<file path="config.mk">
export PLATFORM = sky130hd
export DESIGN_NAME = mass_action_propensity
export DESIGN_NICKNAME = d
export VERILOG_FILES = /design/src/rtl/map_pkg.sv /design/src/rtl/map_front.sv /design/src/rtl/map_mul.sv /design/src/rtl/map_back.sv /design/src/rtl/mass_action_propensity.sv
export SDC_FILE = /design/constraint.sdc
export NUM_CORES = 2
export LEC_CHECK = 0
export BUFFER_PORTS_ARGS = -buffer_cell sky130_fd_sc_hd__buf_2
export CAP_MARGIN = 20
export CORE_MARGIN = 4
export CORE_UTILIZATION = 40
export DETAILED_ROUTE_END_ITERATION = 8
export PLACE_DENSITY = 0.57
export RECOVER_POWER = 25
export SLEW_MARGIN = 20
export SYNTH_ARGS = -nofsm -noshare
export SYNTH_HDL_FRONTEND = slang
export SYNTH_HIERARCHICAL = 1
export SYNTH_SLANG_ARGS = --single-unit
export TNS_END_PERCENT = 20
</file>
<file path="constraint.sdc">
create_clock -name clk -period 10.2 [get_ports clk]
set_input_delay 1.02 -clock clk [delete_from_list [all_inputs] [get_ports clk]]
set_output_delay 1.02 -clock clk [all_outputs]
set_load 0.01 [all_outputs]
</file>
<file path="src/rtl/map_pkg.sv">
// Shared types and constants of the mass-action propensity block.
package map_pkg;

  // Fixed field widths.
  localparam int ORDER_W   = 3;
  localparam int RATE_W    = 48;
  localparam int PROD_W    = 64;
  localparam int CFG_IDX_W = 1;

  // Highest reactant order that contributes a falling factorial.
  localparam logic [ORDER_W-1:0] MAX_ORDER = 3'd4;

  // Depth of the queue between the front and the back.
  localparam int QDEPTH = 2;
  localparam int QPTR_W = $clog2(QDEPTH);

  // Configuration register indexes.
  localparam logic [CFG_IDX_W-1:0] REG_RATE_CONST = 1'd0;
  localparam logic [CFG_IDX_W-1:0] REG_ACTIVE     = 1'd1;

  // Entry classes decided by the front.
  localparam logic [1:0] KIND_SKIP = 2'd0;
  localparam logic [1:0] KIND_MUL  = 2'd1;
  localparam logic [1:0] KIND_ZERO = 2'd2;
  localparam logic [1:0] KIND_BAD  = 2'd3;

  // Control part of one queued species entry.
  typedef struct packed {
    logic [1:0]         kind;
    logic [ORDER_W-1:0] order;
    logic               last;
  } entry_ctl_t;

  // Status of the shared multiplier.
  typedef struct packed {
    logic done;
    logic sat;
  } mul_stat_t;

endpackage

</file>
<file path="src/rtl/map_front.sv">
// Front end: classifies species entries and queues them for the back end.
module map_front #(
  parameter int COUNT_BITS = 32
) (
  input  logic                  clk,
  input  logic                  rst_n,
  input  logic                  in_valid,
  output logic                  in_stall,
  input  logic [2:0]            in_order,
  input  logic [31:0]           in_count,
  input  logic                  in_last_species,
  output logic                  q_valid,
  output map_pkg::entry_ctl_t   q_ctl,
  output logic [COUNT_BITS-1:0] q_count,
  input  logic                  q_pop
);
  import map_pkg::*;

  logic [COUNT_BITS-1:0] cnt;
  entry_ctl_t            ctl_in;
  logic                  push;

  entry_ctl_t            ctl_mem [QDEPTH];
  logic [COUNT_BITS-1:0] cnt_mem [QDEPTH];
  logic [QPTR_W-1:0]     wr_ptr_r;
  logic [QPTR_W-1:0]     rd_ptr_r;
  logic [QPTR_W:0]       fill_r;

  // Only the low COUNT_BITS bits of the count take part.
  assign cnt = in_count[COUNT_BITS-1:0];

  // Classify the entry: skip, multiply, zero result or invalid order.
  always_comb begin
    ctl_in.order = in_order;
    ctl_in.last  = in_last_species;
    if (in_order == '0) begin
      ctl_in.kind = KIND_SKIP;
    end else if (in_order > MAX_ORDER) begin
      ctl_in.kind = KIND_BAD;
    end else if (COUNT_BITS'(in_order) > cnt) begin
      ctl_in.kind = KIND_ZERO;
    end else begin
      ctl_in.kind = KIND_MUL;
    end
  end

  assign in_stall = (fill_r == (QPTR_W+1)'(QDEPTH));
  assign push     = in_valid && !in_stall;
  assign q_valid  = (fill_r != '0);
  assign q_ctl    = ctl_mem[rd_ptr_r];
  assign q_count  = cnt_mem[rd_ptr_r];

  // Queue storage.
  always_ff @(posedge clk) begin
    if (push) begin
      ctl_mem[wr_ptr_r] <= ctl_in;
      cnt_mem[wr_ptr_r] <= cnt;
    end
  end

  // Queue pointers and fill level.
  always_ff @(posedge clk) begin
    if (!rst_n) begin
      wr_ptr_r <= '0;
      rd_ptr_r <= '0;
      fill_r   <= '0;
    end else begin
      if (push) begin
        wr_ptr_r <= wr_ptr_r + 1'b1;
      end
      if (q_pop) begin
        rd_ptr_r <= rd_ptr_r + 1'b1;
      end
      if (push && !q_pop) begin
        fill_r <= fill_r + 1'b1;
      end else if (!push && q_pop) begin
        fill_r <= fill_r - 1'b1;
      end
    end
  end

endmodule

</file>
<file path="src/rtl/map_mul.sv">
// Saturating 64 by 48 bit multiplier built from one 32x32 unit over several cycles.
module map_mul (
  input  logic                clk,
  input  logic                rst_n,
  input  logic                start,
  input  logic [63:0]         a,
  input  logic [47:0]         b,
  output map_pkg::mul_stat_t  stat,
  output logic [63:0]         res
);
  import map_pkg::*;

  localparam logic [1:0] SH0  = 2'd0;
  localparam logic [1:0] SH32 = 2'd1;
  localparam logic [1:0] SH64 = 2'd2;

  logic [63:0] a_r;
  logic [47:0] b_r;
  logic        issuing_r;
  logic [1:0]  step_r;
  logic [63:0] pp_r;
  logic        pp_v_r;
  logic [1:0]  pp_sh_r;
  logic        pp_last_r;
  logic [95:0] acc_r;
  logic        ovf_r;
  logic        done_r;

  logic [1:0]  last_step;
  logic [31:0] a_sel;
  logic [31:0] b_sel;
  logic [1:0]  sh_sel;
  logic [63:0] pp_w;
  logic [96:0] sum;
  logic        sat_w;

  // A multiplier below 2^32 needs only the two lower partial products.
  assign last_step = (b_r[47:32] == '0) ? 2'd1 : 2'd3;

  // Partial product selection for the current step.
  always_comb begin
    case (step_r)
      2'd0: begin
        a_sel  = a_r[31:0];
        b_sel  = b_r[31:0];
        sh_sel = SH0;
      end
      2'd1: begin
        a_sel  = a_r[63:32];
        b_sel  = b_r[31:0];
        sh_sel = SH32;
      end
      2'd2: begin
        a_sel  = a_r[31:0];
        b_sel  = {16'd0, b_r[47:32]};
        sh_sel = SH32;
      end
      default: begin
        a_sel  = a_r[63:32];
        b_sel  = {16'd0, b_r[47:32]};
        sh_sel = SH64;
      end
    endcase
  end

  assign pp_w = a_sel * b_sel;

  // Add the registered partial product at its weight.
  assign sum = {1'b0, acc_r} +
               ((pp_sh_r == SH32) ? {1'b0, pp_r, 32'd0} : {33'd0, pp_r});

  // Control of the step sequence.
  always_ff @(posedge clk) begin
    if (!rst_n) begin
      issuing_r <= 1'b0;
      pp_v_r    <= 1'b0;
      done_r    <= 1'b0;
      step_r    <= '0;
    end else begin
      done_r <= pp_v_r && pp_last_r;
      pp_v_r <= issuing_r;
      if (start) begin
        issuing_r <= 1'b1;
        step_r    <= '0;
      end else if (issuing_r) begin
        step_r <= step_r + 1'b1;
        if (step_r == last_step) begin
          issuing_r <= 1'b0;
        end
      end
    end
  end

  // Operands, partial product and accumulator.
  always_ff @(posedge clk) begin
    if (start) begin
      a_r   <= a;
      b_r   <= b;
      acc_r <= '0;
      ovf_r <= 1'b0;
    end else if (pp_v_r) begin
      if (pp_sh_r == SH64) begin
        ovf_r <= ovf_r || (pp_r != '0);
      end else begin
        acc_r <= sum[95:0];
        ovf_r <= ovf_r || sum[96];
      end
    end
    if (issuing_r) begin
      pp_r      <= pp_w;
      pp_sh_r   <= sh_sel;
      pp_last_r <= (step_r == last_step);
    end
  end

  // Saturate on an overflow or when any bit at position 64 or above is set.
  assign sat_w     = ovf_r || (acc_r[95:64] != '0);
  assign res       = sat_w ? '1 : acc_r[63:0];
  assign stat.done = done_r;
  assign stat.sat  = sat_w;

endmodule

</file>
<file path="src/rtl/map_back.sv">
// Back end: runs the falling factorials and the rate product, and holds the result.
module map_back #(
  parameter int COUNT_BITS = 32
) (
  input  logic                  clk,
  input  logic                  rst_n,
  input  logic                  q_valid,
  input  map_pkg::entry_ctl_t   q_ctl,
  input  logic [COUNT_BITS-1:0] q_count,
  output logic                  q_pop,
  input  logic [47:0]           rate_const,
  input  logic                  active,
  output logic                  mul_start,
  output logic [63:0]           mul_a,
  output logic [47:0]           mul_b,
  input  map_pkg::mul_stat_t    mul_stat,
  input  logic [63:0]           mul_res,
  output logic                  out_valid,
  input  logic                  out_stall,
  output logic [63:0]           out_combinatorial_factor,
  output logic [63:0]           out_propensity,
  output logic                  out_saturated,
  output logic                  out_bad_order
);
  import map_pkg::*;

  localparam logic [2:0] ST_IDLE  = 3'd0;
  localparam logic [2:0] ST_MUL   = 3'd1;
  localparam logic [2:0] ST_FINAL = 3'd2;
  localparam logic [2:0] ST_PROP  = 3'd3;
  localparam logic [2:0] ST_EMIT  = 3'd4;

  logic [2:0]            state_r, state_nxt;
  logic [63:0]           prod_r, prod_nxt;
  logic                  zero_r, zero_nxt;
  logic                  ovf_r, ovf_nxt;
  logic                  bad_r, bad_nxt;
  logic [ORDER_W-1:0]    order_r, order_nxt;
  logic [COUNT_BITS-1:0] cnt_r, cnt_nxt;
  logic                  last_r, last_nxt;
  logic [ORDER_W-1:0]    k_r, k_nxt;
  logic [63:0]           fact_r, fact_nxt;
  logic [63:0]           prop_r, prop_nxt;
  logic                  psat_r, psat_nxt;
  logic                  out_valid_r, out_valid_nxt;
  logic [63:0]           out_fact_r, out_fact_nxt;
  logic [63:0]           out_prop_r, out_prop_nxt;
  logic                  out_sat_r, out_sat_nxt;
  logic                  out_bad_r, out_bad_nxt;
  logic [ORDER_W-1:0]    k_inc;

  assign k_inc = k_r + 1'b1;

  // Sequencer over queued entries.
  always_comb begin
    state_nxt     = state_r;
    prod_nxt      = prod_r;
    zero_nxt      = zero_r;
    ovf_nxt       = ovf_r;
    bad_nxt       = bad_r;
    order_nxt     = order_r;
    cnt_nxt       = cnt_r;
    last_nxt      = last_r;
    k_nxt         = k_r;
    fact_nxt      = fact_r;
    prop_nxt      = prop_r;
    psat_nxt      = psat_r;
    out_valid_nxt = out_valid_r;
    out_fact_nxt  = out_fact_r;
    out_prop_nxt  = out_prop_r;
    out_sat_nxt   = out_sat_r;
    out_bad_nxt   = out_bad_r;
    q_pop         = 1'b0;
    mul_start     = 1'b0;
    mul_a         = prod_r;
    mul_b         = 48'(cnt_r - COUNT_BITS'(k_r));

    // The held result leaves when the receiver takes it.
    if (out_valid_r && !out_stall) begin
      out_valid_nxt = 1'b0;
    end

    unique case (state_r)
      ST_IDLE: begin
        if (q_valid) begin
          q_pop     = 1'b1;
          order_nxt = q_ctl.order;
          cnt_nxt   = q_count;
          last_nxt  = q_ctl.last;
          k_nxt     = '0;
          case (q_ctl.kind)
            KIND_MUL: begin
              mul_start = 1'b1;
              mul_b     = 48'(q_count);
              state_nxt = ST_MUL;
            end
            KIND_BAD: begin
              bad_nxt   = 1'b1;
              zero_nxt  = 1'b1;
              state_nxt = q_ctl.last ? ST_FINAL : ST_IDLE;
            end
            KIND_ZERO: begin
              zero_nxt  = 1'b1;
              state_nxt = q_ctl.last ? ST_FINAL : ST_IDLE;
            end
            default: begin
              state_nxt = q_ctl.last ? ST_FINAL : ST_IDLE;
            end
          endcase
        end
      end
      ST_MUL: begin
        if (mul_stat.done) begin
          prod_nxt = mul_res;
          ovf_nxt  = ovf_r || mul_stat.sat;
          k_nxt    = k_inc;
          if (k_inc == order_r) begin
            state_nxt = last_r ? ST_FINAL : ST_IDLE;
          end else begin
            mul_start = 1'b1;
            mul_a     = mul_res;
            mul_b     = 48'(cnt_r - COUNT_BITS'(k_inc));
          end
        end
      end
      ST_FINAL: begin
        if (active && !zero_r) begin
          mul_start = 1'b1;
          mul_a     = prod_r;
          mul_b     = rate_const;
          fact_nxt  = prod_r;
          state_nxt = ST_PROP;
        end else begin
          fact_nxt  = '0;
          prop_nxt  = '0;
          psat_nxt  = 1'b0;
          state_nxt = ST_EMIT;
        end
      end
      ST_PROP: begin
        if (mul_stat.done) begin
          prop_nxt  = mul_res;
          psat_nxt  = ovf_r || mul_stat.sat;
          state_nxt = ST_EMIT;
        end
      end
      ST_EMIT: begin
        if (!out_valid_r || !out_stall) begin
          out_valid_nxt = 1'b1;
          out_fact_nxt  = fact_r;
          out_prop_nxt  = prop_r;
          out_sat_nxt   = psat_r;
          out_bad_nxt   = bad_r;
          prod_nxt      = 64'd1;
          zero_nxt      = 1'b0;
          ovf_nxt       = 1'b0;
          bad_nxt       = 1'b0;
          state_nxt     = ST_IDLE;
        end
      end
      default: begin
        state_nxt = ST_IDLE;
      end
    endcase
  end

  // Control state and reaction accumulators.
  always_ff @(posedge clk) begin
    if (!rst_n) begin
      state_r     <= ST_IDLE;
      prod_r      <= 64'd1;
      zero_r      <= 1'b0;
      ovf_r       <= 1'b0;
      bad_r       <= 1'b0;
      out_valid_r <= 1'b0;
    end else begin
      state_r     <= state_nxt;
      prod_r      <= prod_nxt;
      zero_r      <= zero_nxt;
      ovf_r       <= ovf_nxt;
      bad_r       <= bad_nxt;
      out_valid_r <= out_valid_nxt;
    end
  end

  // Entry fields and result payload.
  always_ff @(posedge clk) begin
    order_r    <= order_nxt;
    cnt_r      <= cnt_nxt;
    last_r     <= last_nxt;
    k_r        <= k_nxt;
    fact_r     <= fact_nxt;
    prop_r     <= prop_nxt;
    psat_r     <= psat_nxt;
    out_fact_r <= out_fact_nxt;
    out_prop_r <= out_prop_nxt;
    out_sat_r  <= out_sat_nxt;
    out_bad_r  <= out_bad_nxt;
  end

  assign out_valid                = out_valid_r;
  assign out_combinatorial_factor = out_fact_r;
  assign out_propensity           = out_prop_r;
  assign out_saturated            = out_sat_r;
  assign out_bad_order            = out_bad_r;

endmodule

</file>
<file path="src/rtl/mass_action_propensity.sv">
// Top level of the mass-action propensity block.
//
//  Channel  Direction  Handshake            Payload
//  in_      input      in_valid / in_stall  order, count, last_species
//  out_     output     out_valid/out_stall  combinatorial_factor, propensity, saturated, bad_order
//  cfg_     input      cfg_valid/cfg_ready  cfg_index, cfg_data
//
// An entry of order 0 or an entry that forces a zero result passes through the
// back end without a multiply; an entry of order n runs n products on the single shared
// 32x32 multiplier, each a saturating 64x32 product built from its partial products.
// The last entry of a reaction adds the rate product, when active and nonzero, and the hand-off;
// a rate constant of 2^32 or more needs all four partial products, and a stalled result delays it.
// A two-entry queue lets the front accept items while the back end multiplies.
// Reset is synchronous and needs no clearing pass; cfg_ready is always high.
// A stalled result is held in the output register while the back end keeps working.
module mass_action_propensity #(
  parameter int COUNT_BITS = 32
) (
  input  logic                               clk,
  input  logic                               rst_n,
  input  logic                               in_valid,
  output logic                               in_stall,
  input  logic [2:0]                         in_order,
  input  logic [31:0]                        in_count,
  input  logic                               in_last_species,
  output logic                               out_valid,
  input  logic                               out_stall,
  output logic [63:0]                        out_combinatorial_factor,
  output logic [63:0]                        out_propensity,
  output logic                               out_saturated,
  output logic                               out_bad_order,
  input  logic                               cfg_valid,
  output logic                               cfg_ready,
  input  logic [map_pkg::CFG_IDX_W-1:0]      cfg_index,
  input  logic [map_pkg::RATE_W-1:0]         cfg_data
);
  import map_pkg::*;

  logic [RATE_W-1:0]     rate_const_r;
  logic                  active_r;
  logic                  q_valid;
  entry_ctl_t            q_ctl;
  logic [COUNT_BITS-1:0] q_count;
  logic                  q_pop;
  logic                  mul_start;
  logic [63:0]           mul_a;
  logic [47:0]           mul_b;
  mul_stat_t             mul_stat;
  logic [63:0]           mul_res;

  assign cfg_ready = 1'b1;

  // Configuration registers.
  always_ff @(posedge clk) begin
    if (!rst_n) begin
      rate_const_r <= '0;
      active_r     <= 1'b1;
    end else if (cfg_valid) begin
      unique case (cfg_index)
        REG_RATE_CONST: rate_const_r <= cfg_data;
        REG_ACTIVE:     active_r     <= cfg_data[0];
        default: ;
      endcase
    end
  end

  map_front #(
    .COUNT_BITS (COUNT_BITS)
  ) u_front (
    .clk             (clk),
    .rst_n           (rst_n),
    .in_valid        (in_valid),
    .in_stall        (in_stall),
    .in_order        (in_order),
    .in_count        (in_count),
    .in_last_species (in_last_species),
    .q_valid         (q_valid),
    .q_ctl           (q_ctl),
    .q_count         (q_count),
    .q_pop           (q_pop)
  );

  map_mul u_mul (
    .clk   (clk),
    .rst_n (rst_n),
    .start (mul_start),
    .a     (mul_a),
    .b     (mul_b),
    .stat  (mul_stat),
    .res   (mul_res)
  );

  map_back #(
    .COUNT_BITS (COUNT_BITS)
  ) u_back (
    .clk                      (clk),
    .rst_n                    (rst_n),
    .q_valid                  (q_valid),
    .q_ctl                    (q_ctl),
    .q_count                  (q_count),
    .q_pop                    (q_pop),
    .rate_const               (rate_const_r),
    .active                   (active_r),
    .mul_start                (mul_start),
    .mul_a                    (mul_a),
    .mul_b                    (mul_b),
    .mul_stat                 (mul_stat),
    .mul_res                  (mul_res),
    .out_valid                (out_valid),
    .out_stall                (out_stall),
    .out_combinatorial_factor (out_combinatorial_factor),
    .out_propensity           (out_propensity),
    .out_saturated            (out_saturated),
    .out_bad_order            (out_bad_order)
  );

endmodule

</file>
==> flow_metrics.env <==
export IMPL_rr_startpoint="u_mul/step_r[0]"
export IMPL_max_cap_violations=5
export IMPL_finalHoldViolations=0
export IMPL_io_pin_count=223
export IMPL_cp_required_ns=10.64
export IMPL_h_tree_depth=3
export IMPL_core_rowCount=152
export IMPL_worstHoldPathType="flop to flop"
export IMPL_routedWlPerCell_um=24.9
export IMPL_yosys_area_top_type="fa_1"
export IMPL_setup_tns_final_ns=0
export IMPL_final_nets=8589
export IMPL_cts_tree="done"
export IMPL_syn2layout_area_growth_pct=10.3
export IMPL_cts_resized=0
export IMPL_arrival_ns=10.18
export IMPL_vias=52800
export IMPL_die_h_um=425
export IMPL_drt_total_wl_um=239000
export IMPL_rsz0062_at_grt="false"
export IMPL_synth_commonest_cells="1040 x nand2_1, 913 x inv_1, 898 x fa_1"
export IMPL_post_cts_buffers=0
export IMPL_fmax_mhz=103
export IMPL_yosysSeqAreaShare_pct=30.4
export IMPL_cp_slowest_cell="fa_1"
export IMPL_netlist_area_um2=69500
export IMPL_port_buffers=221
export IMPL_async_flop_share_pct=0
export IMPL_synthTopCellsByArea="fa_1 26%, edfxtp_1 24%, ha_1 6.7%"
export IMPL_cp_max_fo=23
export IMPL_cts_buffers=82
export IMPL_ant_nets=0
export IMPL_worst_slew_pin_slew_ns=4.01
export IMPL_yosysMostFrequentCell="nand2_1"
export IMPL_end_kind="flop"
export IMPL_first_iter_violations=4904
export IMPL_critPathMostFrequentCell="fa_1"
export IMPL_yosys_warnings=6
export IMPL_vias_per_cell=5.49
export IMPL_failed_checks="capacitance limit, slew limit"
export IMPL_start_kind="flop"
export IMPL_synth_cell_types=108
export IMPL_cts_root_buf="clkbuf_16"
export IMPL_status="finished with violations"
export IMPL_placed_cells=9453
export IMPL_fin_cells=9611
export IMPL_yosysTopAreaCellShare_pct=25.9
export IMPL_fin_worst_skew_ns=0.0509
export IMPL_worstHoldStart="u_back/prop_r[0]"
export IMPL_grt_max_degree=125
export IMPL_nFillCells=16400
export IMPL_timing_hold_ws_ns=0.409
export IMPL_netlist_instances=7113
export IMPL_grt_pass1_wl_um=353000
export IMPL_core_um2=172000
export IMPL_gp_congestion=0.997
export IMPL_drive_gt1_share_pct=9.50
export IMPL_clock_latency_ns=0.71
export IMPL_cts_sinks=780
export IMPL_slew_headroom_pct=-167
export IMPL_clockBufferDepth=3
export IMPL_cts_clk_slew_worst_paths_ns=0.06
export IMPL_post_route_period_util_pct=95.4
export IMPL_drc_errors=0
export IMPL_criticalPathCategory="flop to flop"
export IMPL_start_util_pct=40.4
export IMPL_grt_pass1_vias=53500
export IMPL_overflow=0
export IMPL_cp_startpoint="u_mul/step_r[0]"
export IMPL_setup_viol=0
export IMPL_avgSynthCellArea_um2=9.77
export IMPL_syn_nets=8475
export IMPL_final_min_clock_period_ns=9.73
export IMPL_synth_edf_count=553
export IMPL_ys_ff_latch=780
export IMPL_dieArea_um2=180000
export IMPL_antenna_found_initial=8
export IMPL_cts_hold_buf=0
export IMPL_synth_flop_cell="edfxtp_1"
export IMPL_drv_slew=178
export IMPL_dr_pass1_iters=7
export IMPL_place_hpwl_um=191000
export IMPL_grt_usage_pct=26.3
export IMPL_chipWidth_um=425
export IMPL_slowest_delay_ns=0.54
[placed cells by master, fill, tap and decap left out, types with 125 or more instances in the layout]
cell / count
dfxtp_1: 226
nand2_1: 1037
edfxtp_1: 553
ha_1: 374
a21oi_1: 262
buf_2: 184
nor2_1: 757
o21ai_0: 152
inv_1: 911
buf_4: 185
fa_1: 898
and2_1: 125
[registers in the layout, summed over array words and instances (netlist names), 2 cells and up, named ones only]
signal                           cells
u_mul/pp_r                          64
rate_const_r                        48
u_back/prop_r                       64
u_front/ctl_mem                     12
u_back/order_r                       3
u_mul/a_r                           64
u_mul/acc_r                         96
u_mul/pp_sh_r                        2
u_back/cnt_r                        32
u_back/k_r                           3
u_back/state_r                       3
u_front/cnt_mem                     64
u_front/fill_r                       2
u_mul/b_r                           48
u_back/out_propensity               64
u_back/fact_r                       64
u_back/out_combinatorial_factor     64
u_back/prod_r                       64
u_mul/step_r                         2
[cell families (layout without fill, tap and decap cells)]
logic type / after synthesis / count (layout) / share of synthesized area [%]
AOI/OAI and AO/OA: 867 / 867 / 8.20
xor gates and xnor gates: 181 / 181 / 2.31
adders and majority gates: 1274 / 1274 / 32.6
buffers and inverters: 1304 / 1488 / 7.18
DFF: 780 / 780 / 30.4
muxes: 205 / 205 / 3.14
other: 1 / 5 / 0.00540
and+or+nand+nor: 2501 / 2501 / 16.1
[critical path, delay by kind of cell, from the launching register on]
family	cells	cell delay (ns)
adders and majority gates	10	4.70
AOI/OAI and AO/OA	8	1.83
and+or+nand+nor	6	0.94
buffers and inverters	7	0.92
muxes	1	0.51
DFF	1	0.40
xor gates and xnor gates	1	0.13
[layer usage]
| layer | GRT usage, % | wire length, µm | up-vias |
|---|---|---|---|
| met5 | 0 | 40 | - |
| met4 | 11.0 | 11700 | 6 |
| met3 | 4.72 | 19000 | 494 |
| met2 | 42.5 | 110000 | 2245 |
| met1 | 34.8 | 97900 | 26700 |
| li1 | - | - | 23400 |
[final timing paths]
kind | end | slack [ns] | depth (start not counted)
setup / recovery | u_mul/pp_r[60] | 0.47 | 33
hold / removal | u_back/out_propensity[0] | 0.41 | 0
setup reg to reg | u_mul/pp_r[60] | 0.47 | 33
hold reg to reg | u_back/out_propensity[0] | 0.41 | 0
[final cells by class]
| type | instances | area [µm²] | share of cell area, % |
|---|---|---|---|
| clock buffer | 99 | 2170 | 2.83 |
| timing repair buffer | 419 | 2680 | 3.49 |
| tap | 2310 | 2890 | 3.77 |
| antenna | 4 | 10.0 | 0.0131 |
| inverter | 915 | 3440 | 4.49 |
| multi-input combinational | 5029 | 43600 | 56.9 |
| sequential | 780 | 21200 | 27.6 |
| clock inverter | 55 | 736 | 0.960 |
[stage by stage]
stage	worst slack, ns	util (%)	area (µm²)
after global routing	0.116	44.5	76600
after floorplan	0.749	-	69500
after global placement	0.570	42.9	73800
after detailed placement	0.535	42.9	73800
final	0.466	44.5	76700
after CTS	0.528	44.6	76700
Power is not shown: default switching activity piles up to over one toggle a cycle in this logic, so the estimate is an artifact.
